$ cat src/hdl/gbn_pkg.sv
// ----------------------------------------------------------------------------
// gbn_pkg
// Shared types and codes for the go-back-N sender: the input and result
// transactions, command, result-kind and timer-action codes.
// ----------------------------------------------------------------------------
package gbn_pkg;

    localparam int SEQ_W     = 8;
    localparam int DATA_W    = 32;
    localparam int WIN_W     = 4;
    localparam int CNT_W     = 4;
    // most packets resent in one timeout burst
    localparam int RESULT_CAP = 8;

    localparam logic [1:0] CMD_SEND    = 2'd0;
    localparam logic [1:0] CMD_ACK     = 2'd1;
    localparam logic [1:0] CMD_TIMEOUT = 2'd2;

    localparam logic [2:0] KIND_SENT     = 3'd0;
    localparam logic [2:0] KIND_REFUSED  = 3'd1;
    localparam logic [2:0] KIND_ACK_OK   = 3'd2;
    localparam logic [2:0] KIND_ACK_BAD  = 3'd3;
    localparam logic [2:0] KIND_ACK_OUT  = 3'd4;
    localparam logic [2:0] KIND_IDLE_TO  = 3'd5;

    localparam logic [1:0] TMR_NONE    = 2'd0;
    localparam logic [1:0] TMR_START   = 2'd1;
    localparam logic [1:0] TMR_STOP    = 2'd2;
    localparam logic [1:0] TMR_RESTART = 2'd3;

    typedef struct packed {
        logic [1:0]        cmd;
        logic [DATA_W-1:0] payload;
        logic [SEQ_W-1:0]  ack_num;
        logic              ack_ok;
    } t_in;

    typedef struct packed {
        logic [2:0]        kind;
        logic [SEQ_W-1:0]  seq;
        logic [DATA_W-1:0] data_out;
        logic [1:0]        timer_action;
        logic [SEQ_W-1:0]  timer_seq;
        logic              window_full;
        logic              last;
    } t_out;

endpackage

$ cat src/hdl/gbn_store.sv
// ----------------------------------------------------------------------------
// gbn_store
// Packet ring buffer: one write port, one read port with registered data.
// The read data holds while the read enable is low.
// ----------------------------------------------------------------------------
module gbn_store #(
    parameter int BUFFER_DEPTH = 8
) (
    input  logic                              i_clk,
    input  logic                              i_wr_en,
    input  logic [$clog2(BUFFER_DEPTH)-1:0]   i_wr_addr,
    input  logic [gbn_pkg::DATA_W-1:0]        i_wr_data,
    input  logic                              i_rd_en,
    input  logic [$clog2(BUFFER_DEPTH)-1:0]   i_rd_addr,
    output logic [gbn_pkg::DATA_W-1:0]        o_rd_data
);

    logic [gbn_pkg::DATA_W-1:0] r_mem [BUFFER_DEPTH];
    logic [gbn_pkg::DATA_W-1:0] r_rd_data;

    always_ff @(posedge i_clk) begin
        if (i_wr_en) begin
            r_mem[i_wr_addr] <= i_wr_data;
        end
    end

    always_ff @(posedge i_clk) begin
        if (i_rd_en) begin
            r_rd_data <= r_mem[i_rd_addr];
        end
    end

    assign o_rd_data = r_rd_data;

endmodule

$ cat src/hdl/go_back_n_sender_top.sv
// ----------------------------------------------------------------------------
// go_back_n_sender_top
// Go-back-N sender: window control, ring buffer of sent packets and the
// timeout resend burst.
// ----------------------------------------------------------------------------
//  channel   signals                          direction  payload
//  input     i_valid / o_stall / i_data       in         gbn_pkg::t_in
//  result    o_valid / i_stall / o_data       out        gbn_pkg::t_out
//  config    i_cfg_valid / o_cfg_ready        in         i_cfg_data (window size)
//
//  Send and ack commands each give one registered result; unknown commands
//  are dropped. A timeout with n packets outstanding is taken in ST_IDLE,
//  the first read of the buffer is done in ST_READ, then ST_EMIT gives one
//  resent packet per cycle from its single read port while not stalled.
//  A timeout with nothing outstanding gives a single result.
//  Reset is synchronous; the buffer is not cleared.
//  o_stall is high during a burst and while a stalled result is held.
// ----------------------------------------------------------------------------
module go_back_n_sender_top #(
    parameter int BUFFER_DEPTH = 8
) (
    input  logic                        i_clk,
    input  logic                        i_rst_n,
    input  logic                        i_valid,
    output logic                        o_stall,
    input  gbn_pkg::t_in                i_data,
    output logic                        o_valid,
    input  logic                        i_stall,
    output gbn_pkg::t_out               o_data,
    input  logic                        i_cfg_valid,
    output logic                        o_cfg_ready,
    input  logic [gbn_pkg::WIN_W-1:0]   i_cfg_data
);

    localparam int SW   = $clog2(BUFFER_DEPTH);
    localparam int CAP  = (BUFFER_DEPTH < gbn_pkg::RESULT_CAP) ? BUFFER_DEPTH
                                                                : gbn_pkg::RESULT_CAP;
    localparam int SUMW = ((SW > gbn_pkg::CNT_W) ? SW : gbn_pkg::CNT_W) + 1;

    typedef enum logic [1:0] {
        ST_IDLE,
        ST_READ,
        ST_EMIT
    } t_state;

    t_state                          r_state;
    gbn_pkg::t_out                   r_out;
    logic                            r_out_valid;
    logic [gbn_pkg::WIN_W-1:0]       r_win;
    logic [gbn_pkg::SEQ_W-1:0]       r_base;
    logic [gbn_pkg::SEQ_W-1:0]       r_next;
    logic                            r_waiting;
    logic [SW-1:0]                   r_base_slot;
    logic [SW-1:0]                   r_wr_slot;
    logic [SW-1:0]                   r_rd_slot;
    logic [gbn_pkg::CNT_W-1:0]       r_cnt;
    logic [gbn_pkg::CNT_W-1:0]       r_n;

    gbn_pkg::t_out                   n_out;
    logic                            n_out_valid;
    logic                            w_out_free;
    logic                            w_accept;
    logic [gbn_pkg::WIN_W-1:0]       w_eff_win;
    logic [gbn_pkg::SEQ_W-1:0]       w_outst;
    logic [gbn_pkg::SEQ_W-1:0]       w_outst_inc;
    logic [gbn_pkg::SEQ_W-1:0]       w_ack_off;
    logic [gbn_pkg::SEQ_W-1:0]       w_new_base;
    logic [gbn_pkg::CNT_W-1:0]       w_step;
    logic [SUMW-1:0]                 w_slot_sum;
    logic [SW-1:0]                   w_new_base_slot;
    logic [SW-1:0]                   n_wr_slot;
    logic [SW-1:0]                   n_rd_slot;
    logic                            w_burst_last;
    logic                            w_load_burst;
    logic                            w_wr_en;
    logic                            w_rd_en;
    logic [SW-1:0]                   w_rd_addr;
    logic [gbn_pkg::DATA_W-1:0]      w_rd_data;

    assign w_out_free = !r_out_valid || !i_stall;
    assign o_stall    = !((r_state == ST_IDLE) && w_out_free);
    assign w_accept   = i_valid && !o_stall;
    assign o_valid    = r_out_valid;
    assign o_data     = r_out;
    assign o_cfg_ready = 1'b1;

    // clamp the window to [1, min(depth, burst cap)]
    always_comb begin
        if (r_win == '0) begin
            w_eff_win = gbn_pkg::WIN_W'(1);
        end else if (r_win > gbn_pkg::WIN_W'(CAP)) begin
            w_eff_win = gbn_pkg::WIN_W'(CAP);
        end else begin
            w_eff_win = r_win;
        end
    end

    assign w_outst     = r_next - r_base;
    assign w_outst_inc = w_outst + 8'd1;
    assign w_ack_off   = i_data.ack_num - r_base;
    assign w_new_base  = i_data.ack_num + 8'd1;

    // offset + 1 never exceeds the window cap, so one subtract wraps the slot
    assign w_step     = gbn_pkg::CNT_W'(w_ack_off) + gbn_pkg::CNT_W'(1);
    assign w_slot_sum = SUMW'(r_base_slot) + SUMW'(w_step);
    assign w_new_base_slot = (w_slot_sum >= SUMW'(BUFFER_DEPTH))
                           ? SW'(w_slot_sum - SUMW'(BUFFER_DEPTH))
                           : SW'(w_slot_sum);

    assign n_wr_slot = (r_wr_slot == SW'(BUFFER_DEPTH - 1)) ? '0 : r_wr_slot + SW'(1);
    assign n_rd_slot = (r_rd_slot == SW'(BUFFER_DEPTH - 1)) ? '0 : r_rd_slot + SW'(1);

    assign w_burst_last = (r_cnt + gbn_pkg::CNT_W'(1)) == r_n;
    assign w_load_burst = (r_state == ST_EMIT) && w_out_free;

    assign w_wr_en = w_accept && (i_data.cmd == gbn_pkg::CMD_SEND)
                   && !r_waiting && (w_outst < 8'(w_eff_win));

    // fetch the next resend slot as the current one is loaded
    always_comb begin
        w_rd_en   = 1'b0;
        w_rd_addr = r_rd_slot;
        if (r_state == ST_READ) begin
            w_rd_en = 1'b1;
        end else if (w_load_burst && !w_burst_last) begin
            w_rd_en   = 1'b1;
            w_rd_addr = n_rd_slot;
        end
    end

    gbn_store #(
        .BUFFER_DEPTH (BUFFER_DEPTH)
    ) u_store (
        .i_clk     (i_clk),
        .i_wr_en   (w_wr_en),
        .i_wr_addr (r_wr_slot),
        .i_wr_data (i_data.payload),
        .i_rd_en   (w_rd_en),
        .i_rd_addr (w_rd_addr),
        .o_rd_data (w_rd_data)
    );

    // result register next value: hold while stalled, load on a transaction
    always_comb begin
        n_out_valid = r_out_valid && i_stall;
        n_out       = r_out;
        if (w_accept) begin
            n_out.seq          = '0;
            n_out.data_out     = '0;
            n_out.timer_action = gbn_pkg::TMR_NONE;
            n_out.timer_seq    = r_base;
            n_out.window_full  = r_waiting;
            n_out.last         = 1'b1;
            unique case (i_data.cmd)
                gbn_pkg::CMD_SEND: begin
                    n_out_valid = 1'b1;
                    if (w_wr_en) begin
                        n_out.kind     = gbn_pkg::KIND_SENT;
                        n_out.seq      = r_next;
                        n_out.data_out = i_data.payload;
                        if (r_base == r_next) begin
                            n_out.timer_action = gbn_pkg::TMR_START;
                        end
                        if (w_outst_inc >= 8'(w_eff_win)) begin
                            n_out.window_full = 1'b1;
                        end
                    end else begin
                        n_out.kind        = gbn_pkg::KIND_REFUSED;
                        n_out.window_full = 1'b1;
                    end
                end
                gbn_pkg::CMD_ACK: begin
                    n_out_valid = 1'b1;
                    if (!i_data.ack_ok) begin
                        n_out.kind = gbn_pkg::KIND_ACK_BAD;
                    end else if (w_ack_off >= w_outst) begin
                        n_out.kind = gbn_pkg::KIND_ACK_OUT;
                    end else begin
                        n_out.kind        = gbn_pkg::KIND_ACK_OK;
                        n_out.window_full = 1'b0;
                        if (w_new_base == r_next) begin
                            n_out.timer_action = gbn_pkg::TMR_STOP;
                        end else begin
                            n_out.timer_action = gbn_pkg::TMR_RESTART;
                            n_out.timer_seq    = w_new_base;
                        end
                    end
                end
                gbn_pkg::CMD_TIMEOUT: begin
                    if (w_outst == '0) begin
                        n_out_valid = 1'b1;
                        n_out.kind  = gbn_pkg::KIND_IDLE_TO;
                    end
                end
                default: begin
                    // unknown command: drop
                end
            endcase
        end else if (w_load_burst) begin
            n_out_valid        = 1'b1;
            n_out.kind         = gbn_pkg::KIND_SENT;
            n_out.seq          = r_base + 8'(r_cnt);
            n_out.data_out     = w_rd_data;
            n_out.timer_action = (r_cnt == '0) ? gbn_pkg::TMR_RESTART
                                               : gbn_pkg::TMR_NONE;
            n_out.timer_seq    = r_base;
            n_out.window_full  = r_waiting;
            n_out.last         = w_burst_last;
        end
    end

    always_ff @(posedge i_clk) begin
        if (!i_rst_n) begin
            r_state     <= ST_IDLE;
            r_out       <= '0;
            r_out_valid <= 1'b0;
            r_win       <= gbn_pkg::WIN_W'(4);
            r_base      <= '0;
            r_next      <= '0;
            r_waiting   <= 1'b0;
            r_base_slot <= '0;
            r_wr_slot   <= '0;
            r_rd_slot   <= '0;
            r_cnt       <= '0;
            r_n         <= '0;
        end else begin
            r_out       <= n_out;
            r_out_valid <= n_out_valid;
            if (i_cfg_valid && o_cfg_ready) begin
                r_win <= i_cfg_data;
            end

            unique case (r_state)
                ST_IDLE: begin
                    if (w_accept) begin
                        unique case (i_data.cmd)
                            gbn_pkg::CMD_SEND: begin
                                if (w_wr_en) begin
                                    r_next    <= r_next + 8'd1;
                                    r_wr_slot <= n_wr_slot;
                                    if (w_outst_inc >= 8'(w_eff_win)) begin
                                        r_waiting <= 1'b1;
                                    end
                                end else begin
                                    r_waiting <= 1'b1;
                                end
                            end
                            gbn_pkg::CMD_ACK: begin
                                if (i_data.ack_ok && (w_ack_off < w_outst)) begin
                                    r_waiting   <= 1'b0;
                                    r_base      <= w_new_base;
                                    r_base_slot <= w_new_base_slot;
                                end
                            end
                            gbn_pkg::CMD_TIMEOUT: begin
                                if (w_outst != '0) begin
                                    r_rd_slot <= r_base_slot;
                                    r_cnt     <= '0;
                                    r_n       <= gbn_pkg::CNT_W'(w_outst);
                                    r_state   <= ST_READ;
                                end
                            end
                            default: begin
                                // unknown command: drop
                            end
                        endcase
                    end
                end
                ST_READ: begin
                    r_state <= ST_EMIT;
                end
                ST_EMIT: begin
                    if (w_out_free) begin
                        if (w_burst_last) begin
                            r_state <= ST_IDLE;
                        end else begin
                            r_cnt     <= r_cnt + gbn_pkg::CNT_W'(1);
                            r_rd_slot <= n_rd_slot;
                        end
                    end
                end
                default: begin
                    r_state <= ST_IDLE;
                end
            endcase
        end
    end

    // outstanding packets never exceed the buffer or the burst cap
    a_outst_cap: assert property (@(posedge i_clk) disable iff (!i_rst_n)
        w_outst <= 8'(CAP))
        else $error("outstanding count beyond window cap");

    // burst index stays inside the resend count
    a_burst_cnt: assert property (@(posedge i_clk) disable iff (!i_rst_n)
        (r_state == ST_EMIT) |-> (r_cnt < r_n))
        else $error("burst index past resend count");

    // only a resent packet can be a non-final result
    a_single_last: assert property (@(posedge i_clk) disable iff (!i_rst_n)
        (o_valid && !o_data.last) |-> (o_data.kind == gbn_pkg::KIND_SENT))
        else $error("non-final result of a single-result command");

    // an outstanding timeout starts a burst on the next cycle
    a_burst_start: assert property (@(posedge i_clk) disable iff (!i_rst_n)
        (w_accept && (i_data.cmd == gbn_pkg::CMD_TIMEOUT) && (w_outst != '0))
        |=> (r_state == ST_READ))
        else $error("timeout did not start a resend burst");

endmodule
$ cat config.mk
export PLATFORM = sky130hd
export DESIGN_NAME = go_back_n_sender_top
export DESIGN_NICKNAME = d
export VERILOG_FILES = /design/src/hdl/gbn_pkg.sv /design/src/hdl/gbn_store.sv /design/src/hdl/go_back_n_sender_top.sv
export SDC_FILE = /design/constraint.sdc
export NUM_CORES = 1
export LEC_CHECK = 0
export BUFFER_PORTS_ARGS = -buffer_cell sky130_fd_sc_hd__buf_2
export CAP_MARGIN = 15
export CORE_ASPECT_RATIO = 1.75
export CORE_MARGIN = 3
export CORE_UTILIZATION = 45
export CTS_BUF_LIST = sky130_fd_sc_hd__clkbuf_4
export CTS_CLUSTER_DIAMETER = 30
export DETAILED_ROUTE_END_ITERATION = 8
export SYNTH_ARGS = -nofsm -noshare
export SYNTH_HDL_FRONTEND = slang
export SYNTH_SLANG_ARGS = --single-unit
$ cat constraint.sdc
create_clock -name i_clk -period 6.4 [get_ports i_clk]
set_input_delay 1.28 -clock i_clk [delete_from_list [all_inputs] [get_ports i_clk]]
set_output_delay 1.28 -clock i_clk [all_outputs]
set_load 0.05 [all_outputs]
==> results of run 1 <==
kinds of logic after synthesis:
group,after synthesis
buf+inv,92
flops,384
other cells,1
xor+xnor,47
mux,90
fa+ha+maj,54
compound gates,214
simple gates,333
through the flow:
step                cells  power (W)  cell area (um^2)  util (%)  setup slack [ns]
floorplan            1215    0.00328             16700         -            0.0379
global placement     1761    0.00350             17800      49.0              1.37
detailed placement   1761    0.00351             17800      49.0              1.32
CTS                  1934    0.00580             19200      52.8              1.53
global route         1935    0.00600             19200      52.8              1.24
finish               1935    0.00573             19200      52.8              1.51
worst register-to-register path: cells and delay by family (launching register included):
family,cells,cell delay (ns)
compound gates,2,0.63
fa+ha+maj,3,1.11
buf+inv,4,1.14
flops,1,0.45
simple gates,4,1.20
worst max path at each step:
stage	startpoint	slack (ns)	cells after the start	to
after global placement	i_data[1]	1.37	19	o_data[3]$_SDFFE_PN0P_
after CTS	r_next[0]$_SDFFE_PN0P_	1.53	13	u_store.r_mem[0][27]$_DFFE_PP_
after global routing	r_next[0]$_SDFFE_PN0P_	1.24	13	u_store.r_mem[0][27]$_DFFE_PP_
after floorplan	r_next[0]$_SDFFE_PN0P_	0.04	13	u_store.r_mem[4][0]$_DFFE_PP_
final	r_next[0]$_SDFFE_PN0P_	1.51	13	u_store.r_mem[0][27]$_DFFE_PP_
after detailed placement	i_data[1]	1.32	19	o_data[3]$_SDFFE_PN0P_
cell usage after synthesis, drive strengths merged (3+ instances only):
cell type | count | area, um^2
nand4 | 8 | 50.1
o21a | 10 | 75.1
nor2 | 62 | 235
or3 | 3 | 18.8
and2 | 7 | 47.6
xor2 | 21 | 184
edfxtp | 288 | 8650
a21oi | 70 | 354
nand2 | 174 | 653
and4 | 5 | 43.8
clkbuf | 34 | 128
a21o | 6 | 45.0
inv | 30 | 113
ha | 50 | 626
fa | 4 | 80.1
nor2b | 6 | 37.5
mux2i | 21 | 214
nor3b | 4 | 30.0
xnor2 | 24 | 210
a31oi | 10 | 62.6
nand3b | 3 | 22.5
o21ai | 86 | 430
and3 | 3 | 18.8
dfxtp | 96 | 1920
a221oi | 6 | 52.6
mux4 | 64 | 1450
nor3 | 15 | 80.1
mux2 | 5 | 56.3
nand3 | 17 | 85.1
buf | 28 | 254
nand2b | 16 | 100
a211oi | 8 | 60.1
routing by layer:
| layer | vias up | wire, um | global-route usage, % |
|---|---|---|---|
| met3 | 114 | 2080 | 3.89 |
| met1 | 5314 | 15200 | 23.4 |
| met2 | 338 | 23000 | 40.3 |
| met4 | 2 | 1750 | 10.5 |
| li1 | 4944 | - | - |
| met5 | - | 9 | 0 |
power by group through the flow:
stage	sequential (W)	combinational, W	clock (W)
CTS	0.00279	0.000670	0.00234
finish	0.00279	0.000664	0.00227
detailed placement	0.00284	0.000668	0
global placement	0.00284	0.000659	0
global route	0.00279	0.000725	0.00248
floorplan	0.00295	0.000329	0
layout make-up:
cell class / count / area, um^2
inverters: 30 / 113
diodes: 1 / 2.50
fillers: 3177 / 17100
clock buffers: 141 / 1060
repair buffers: 138 / 791
multi-input cells: 739 / 5710
flip-flops and latches: 384 / 10600
well taps: 470 / 588
clock inverters: 32 / 323
sequential cells by signal (all words and copies together), names as in the netlist:
signal	count
r_waiting	1
u_store.o_rd_data	32
r_n	4
r_win	4
o_valid	1
r_cnt	4
r_base_slot	3
u_store.r_mem	256
r_base	8
r_rd_slot	3
r_next	8
r_wr_slot	3
o_data	55
r_state	2
==> reports/metrics.yaml, run 1 <==
run_status:
  outcome: "complete, no violations"
route:
  via_count: 10700
  wire_per_inst_um: 21.7
  wl_um: 42000
  drcViolationCount: 0
  dr.first_iter.drc_count: 571
  ant_nets: 0
  drt-pass1-iter-count: 5
  viasPerCell: 5.54
grt:
  track_usage_pct: 21.7
  grt_overflow: 0
  grt_pass1_vias: 11400
  grt_antenna_before_repair: 2
  grt_max_degree: 51
  grt_pass1_wl_um: 64100
floorplanning:
  core_um2: 36300
  initial_utilization_pct: 46.0
  die_h_um: 261
  num_rows: 92
  die_x_um: 151
  dieArea_um2: 39500
  ios: 110
clock_tree:
  cts_max_level: 3
  post_cts_resized: 0
  holdBufCountCts: 0
  clkLatencyLatePin_ns: 0.78
  clkSlewWorstSetupHoldPaths_ns: 0.07
  cts_root_buffer: "clkbuf_4"
  clk_path_buf_depth: 3
  cts-buffers-inserted: 92
  cts_tree: "built"
  clkSinkCount: 384
  post_cts.repair.setup_buffers: 0
worst_setup_path:
  rrSetupSlack_ns: 1.51
  reg2reg_to: "u_store.r_mem[0][27]$_DFFE_PP_"
  worstSetupPathType: "reg2reg"
  cp_slowest_cell: "and4_2"
  crit_buf_inv: 4
  cp_data_required_time_ns: 6.81
  cp.arrival_ns: 5.31
  cpPeakStageDelay_ns: 0.69
  cp_cell_sequence: "inv_1, ha_1, fa_1, inv_1, ha_1, nor2b_1, o21ai_0, nand2b_1, a2111oi_0, and4_2, buf_4, nor4b_4, buf_4"
  r2r-start: "r_next[0]$_SDFFE_PN0P_"
  end_kind: "flip-flop"
  start_kind: "flip-flop"
  critical_path.max_fanout: 41
  crit_family: "simple AND/OR/NAND/NOR gates"
  worstRegToRegCells: 13
timing:
  finalHoldWorstSlack_ns: 0.477
  clock_skew_ns: 0.0428
  fmax_mhz: 204
  finalCriticalPeriod_ns: 4.89
  setup_viol: 0
  period_share_pct: 76.4
  drv_slew: 0
  max-slew-margin-rel_pct: 23.8
  worst_slew_pin_slew_ns: 1.14
  hold_viol_final: 0
  rsz0062_at_grt: "false"
  tns_ns: 0
final_layout:
  final_common_cell: "edfxtp_1"
  syn2layout_area_growth_pct: 15.0
  fin_nets: 1491
  drive_above_1_share_pct: 26.0
  final_cell_mix: "288 x edfxtp_1, 174 x nand2_1, 141 x clkbuf_4, 108 x buf_2, 96 x dfxtp_1"
placed_design:
  io_buffers: 108
  dp.final_hpwl_um: 26500
  gp_congestion: 0.857
yosys:
  ys_types: 71
  synth_mux_area_share_pct: 10.3
  ys_seq_area_share_pct: 63.4
  synth-xor-area-share_pct: 2.64
  synth_cells: 1215
  synthAdderAreaFrac_pct: 4.23
  synth_fp_nets: 1321
  synth_ff_type: "edfxtp_1"
  synth-warning-count: 0
  syn_area_per_cell_um2: 13.7
  synth_top_family_by_area: "multiplexers"
  yosys.area_share.simple_pct: 9.02
  synthArstFlopShare_pct: 0
  synth_area_um2: 16700
  synth_compound_gate_area_share_pct: 7.36
  ys_ff_latch: 384
  synth_edf_count: 288
pwr:
  p_int_w: 0.00424
  power_frac_comb_pct: 11.6
  clock_power_share_pct: 39.7
  powerDensity_nw_per_um2: 299
  ir_drop_mv: 0.199
  p_sw_w: 0.00148
  seqPwrFrac_pct: 48.7
  swShare_pct: 25.9
  leakagePower_nw: 7.22
min_path:
  min_path_type: "reg2reg"
  hp-start: "o_data[5]$_SDFFE_PN0P_"
  hold_path_end: "o_data[5]$_SDFFE_PN0P_"
  whs_path_depth: 2
job:
  cap_violations: 0
Power figures use the tool's default switching activity.
==> run 2: changes to the inputs <==
--- a/config.mk
+++ b/config.mk
@@ -5,6 +5,7 @@
 export SDC_FILE = /design/constraint.sdc
 export NUM_CORES = 1
 export LEC_CHECK = 0
+export ABC_AREA = 1
 export BUFFER_PORTS_ARGS = -buffer_cell sky130_fd_sc_hd__buf_2
 export CAP_MARGIN = 15
 export CORE_ASPECT_RATIO = 1.75
==> constraint.sdc (replaced) <==
create_clock -name i_clk -period 3.9 [get_ports i_clk]
set_input_delay 0.78 -clock i_clk [delete_from_list [all_inputs] [get_ports i_clk]]
set_output_delay 0.78 -clock i_clk [all_outputs]
set_load 0.05 [all_outputs]
==> run 2 against run 1 <==
Synthesized area grew 11%; global-route usage is 1.2 points higher; critical path type unchanged; clock power increased by 49%; combinational power increased to 4.0 times the previous value; largest power group unchanged; hold slack worse by 0.23 ns; power up 88%.
==> reports/metrics.yaml, run 2 <==
floorplanning:
  ios: 110
  initial_utilization_pct: 45.8
  num_rows: 97
  core_um2: 40300
  dieArea_um2: 43600
  die_h_um: 274
  die_x_um: 159
run_status:
  outcome: "complete, no violations"
timing:
  hold_viol_final: 0
  period_share_pct: 92.2
  drv_slew: 0
  tns_ns: 0
  fmax_mhz: 278
  worst_slew_pin_slew_ns: 0.868
  finalHoldWorstSlack_ns: 0.249
  finalCriticalPeriod_ns: 3.60
  setup_viol: 0
  rsz0062_at_grt: "false"
  clock_skew_ns: 0.0318
  max-slew-margin-rel_pct: 41.9
yosys:
  syn_area_per_cell_um2: 8.86
  synth_top_family_by_area: "simple AND/OR/NAND/NOR gates"
  synth_mux_area_share_pct: 0
  synth_cells: 2083
  ys_types: 45
  yosys.area_share.simple_pct: 21.0
  yosysMostFrequentCell: "nand2_1"
  synth-xor-area-share_pct: 1.23
  synth_fp_nets: 2189
  synthAdderAreaFrac_pct: 3.82
  synthArstFlopShare_pct: 0
  post-synth-top-area-fraction_pct: 46.9
  synth_compound_gate_area_share_pct: 6.60
  synth_edf_count: 288
  synth_ff_type: "edfxtp_1"
  ys_seq_area_share_pct: 57.3
  synth_top_area_cell: "edfxtp_1"
  synthTopCellsByCount: "588 x nand2_1, 369 x inv_1, 288 x edfxtp_1, 205 x nand3_1, 126 x a21oi_1"
  synth_area_um2: 18500
  ys_ff_latch: 384
  synth-warning-count: 0
  synthTopCellsByArea: "edfxtp_1 47%, nand2_1 12%, dfxtp_1 10%"
grt:
  grt_max_degree: 91
  use_met2_pct: 43.9
  grt_pass1_wl_um: 77900
  grt_pass1_vias: 14500
  use_met3_pct: 3.51
  grtUsageMet1_pct: 24.2
  grt_antenna_before_repair: 3
  grt_busiest_layer: "met2"
  grt_overflow: 0
  track_usage_pct: 22.9
worst_setup_path:
  worstSetupPathType: "reg2reg"
  end_kind: "flip-flop"
  cp.arrival_ns: 4.04
  crit_buf_inv: 3
  reg2reg_to: "u_store.r_mem[6][6]$_DFFE_PP_"
  crit_family: "adder cells"
  worstRegToRegCells: 13
  cp_slowest_cell: "fa_1"
  rrSetupSlack_ns: 0.30
  cp_cell_sequence: "inv_1, ha_1, fa_1, inv_1, ha_1, a21oi_1, nor2_1, o21ai_0, nand3_1, nor2_4, nand2_1, nor3_4, buf_4"
  start_kind: "flip-flop"
  cpPeakStageDelay_ns: 0.55
  critical_path.max_fanout: 13
  cp_data_required_time_ns: 4.35
  r2r-start: "r_next[0]$_SDFFE_PN0P_"
  critPathLaunch: "r_next[0]$_SDFFE_PN0P_"
pwr:
  leakagePower_nw: 9.69
  power_frac_comb_pct: 24.7
  seqPwrFrac_pct: 43.9
  p_int_w: 0.00713
  powerDensity_nw_per_um2: 510
  swShare_pct: 33.9
  clock_power_share_pct: 31.4
  p_sw_w: 0.00365
  ir_drop_mv: 0.304
final_layout:
  fin_nets: 2356
  fillers: 3803
  utilization_pct: 52.5
  drive_above_1_share_pct: 14.3
  largest_reg_flops: 256
  final_common_cell: "nand2_1"
  largest_register: "u_store.r_mem"
  final_cell_mix: "588 x nand2_1, 368 x inv_1, 288 x edfxtp_1, 204 x nand3_1, 126 x a21oi_1"
  syn2layout_area_growth_pct: 14.5
min_path:
  hold_path_end: "r_win[2]$_SDFFE_PN1P_"
  min_path_type: "in2reg"
  hp-start: "i_cfg_data[2]"
  whs_path_depth: 3
clock_tree:
  cts_max_level: 3
  cts_tree: "built"
  cts-buffers-inserted: 89
  clkSlewWorstSetupHoldPaths_ns: 0.07
  clkSinkCount: 384
  clk_path_buf_depth: 3
  clkLatencyLatePin_ns: 0.77
  cts_root_buffer: "clkbuf_4"
  post_cts.repair.setup_buffers: 0
placed_design:
  io_buffers: 108
  gp_congestion: 0.902
  dp.final_hpwl_um: 32300
route:
  viasPerCell: 5.06
  wire_per_inst_um: 17.6
  via_count: 14500
  drt-pass1-iter-count: 4
  drcViolationCount: 0
  dr.first_iter.drc_count: 828
  ant_nets: 0
  wl_um: 50400
job:
  cap_violations: 0
run 2: changes by cell type in the layout (fill, tap and decap cells not counted), moves of 17 or more:
cell | before | now
nand3_1 | 17 | 204
inv_1 | 30 | 368
mux4_2 | 61 | 0
clkbuf_4 | 141 | 115
nand2_1 | 174 | 588
a21oi_1 | 69 | 126
nor2_1 | 60 | 85
mux2i_1 | 18 | 0
xnor2_1 | 24 | 7
run 2: power by group through the flow:
| stage | clock [W] | sequential [W] | combinational [W] |
|---|---|---|---|
| 2_1_floorplan | 0 | 0.00508 | 0.00159 |
| 5_1_grt | 0.00368 | 0.00474 | 0.00296 |
| 3_5_place_dp | 0 | 0.00482 | 0.00267 |
| 6_report | 0.00339 | 0.00473 | 0.00267 |
| 3_3_place_gp | 0 | 0.00481 | 0.00264 |
| 4_1_cts | 0.00348 | 0.00473 | 0.00269 |
run 2: tightest hold or removal path: cells and delay by family:
family	cells	cell delay [ns]
AND/OR/NAND/NOR	2	0.12
buffers and inverters	1	0.07
run 2: per-layer routing:
layer	vias to the layer above	routed length [um]
li1	7089	-
met1	6888	18600
met2	419	27400
met3	127	2460
met4	0	1970
met5	-	0
run 2: worst max path at each step:
| stage | endpoint | depth (start not counted) |
|---|---|---|
| after detailed placement | o_data[9]$_SDFFE_PN0P_ | 25 |
| after floorplan | u_store.r_mem[1][0]$_DFFE_PP_ | 14 |
| after global placement | o_data[3]$_SDFFE_PN0P_ | 25 |
| after CTS | u_store.r_mem[7][25]$_DFFE_PP_ | 13 |
| final | u_store.r_mem[6][6]$_DFFE_PP_ | 13 |
| after global routing | r_wr_slot[2]$_SDFFE_PN0P_ | 14 |
run 2: logic make-up (layout without fill, tap and decap cells):
kind of cell	Yosys count	count (layout)
xor+xnor	25	25
fa+ha+maj	54	54
other cells	1	4
simple gates	927	927
compound gates	233	233
buf+inv	459	700
flops	384	384
run 2: timing repair:
item | in CTS | in global routing
endpoints found under the hold margin | 0 | 0
hold buffers | 0 | 0
endpoints found under the setup margin | 0 | 3
resized for setup | 0 | 1
run 2: through the flow:
stage	worst slack (ns)	instance area (um^2)	power (W)	instances
after detailed placement	0.0104	19900	0.00749	2703
after global placement	0.0651	19900	0.00745	2703
after CTS	0.297	21100	0.0109	2868
after floorplan	-0.375	18500	0.00667	2083
after global routing	0.0536	21100	0.0114	2871
final	0.304	21100	0.0108	2871
run 2: area by class of cell:
cell class	count	area, um^2	share of cell area (%)
Sequential cell	384	10600	50.0
Multi-Input combinational cell	1240	6150	29.1
Inverter	373	1400	6.62
Timing Repair Buffer	162	1120	5.30
Clock buffer	115	863	4.08
Tap cell	544	681	3.22
Clock inverter	50	339	1.60
Antenna cell	3	7.51	0.0355
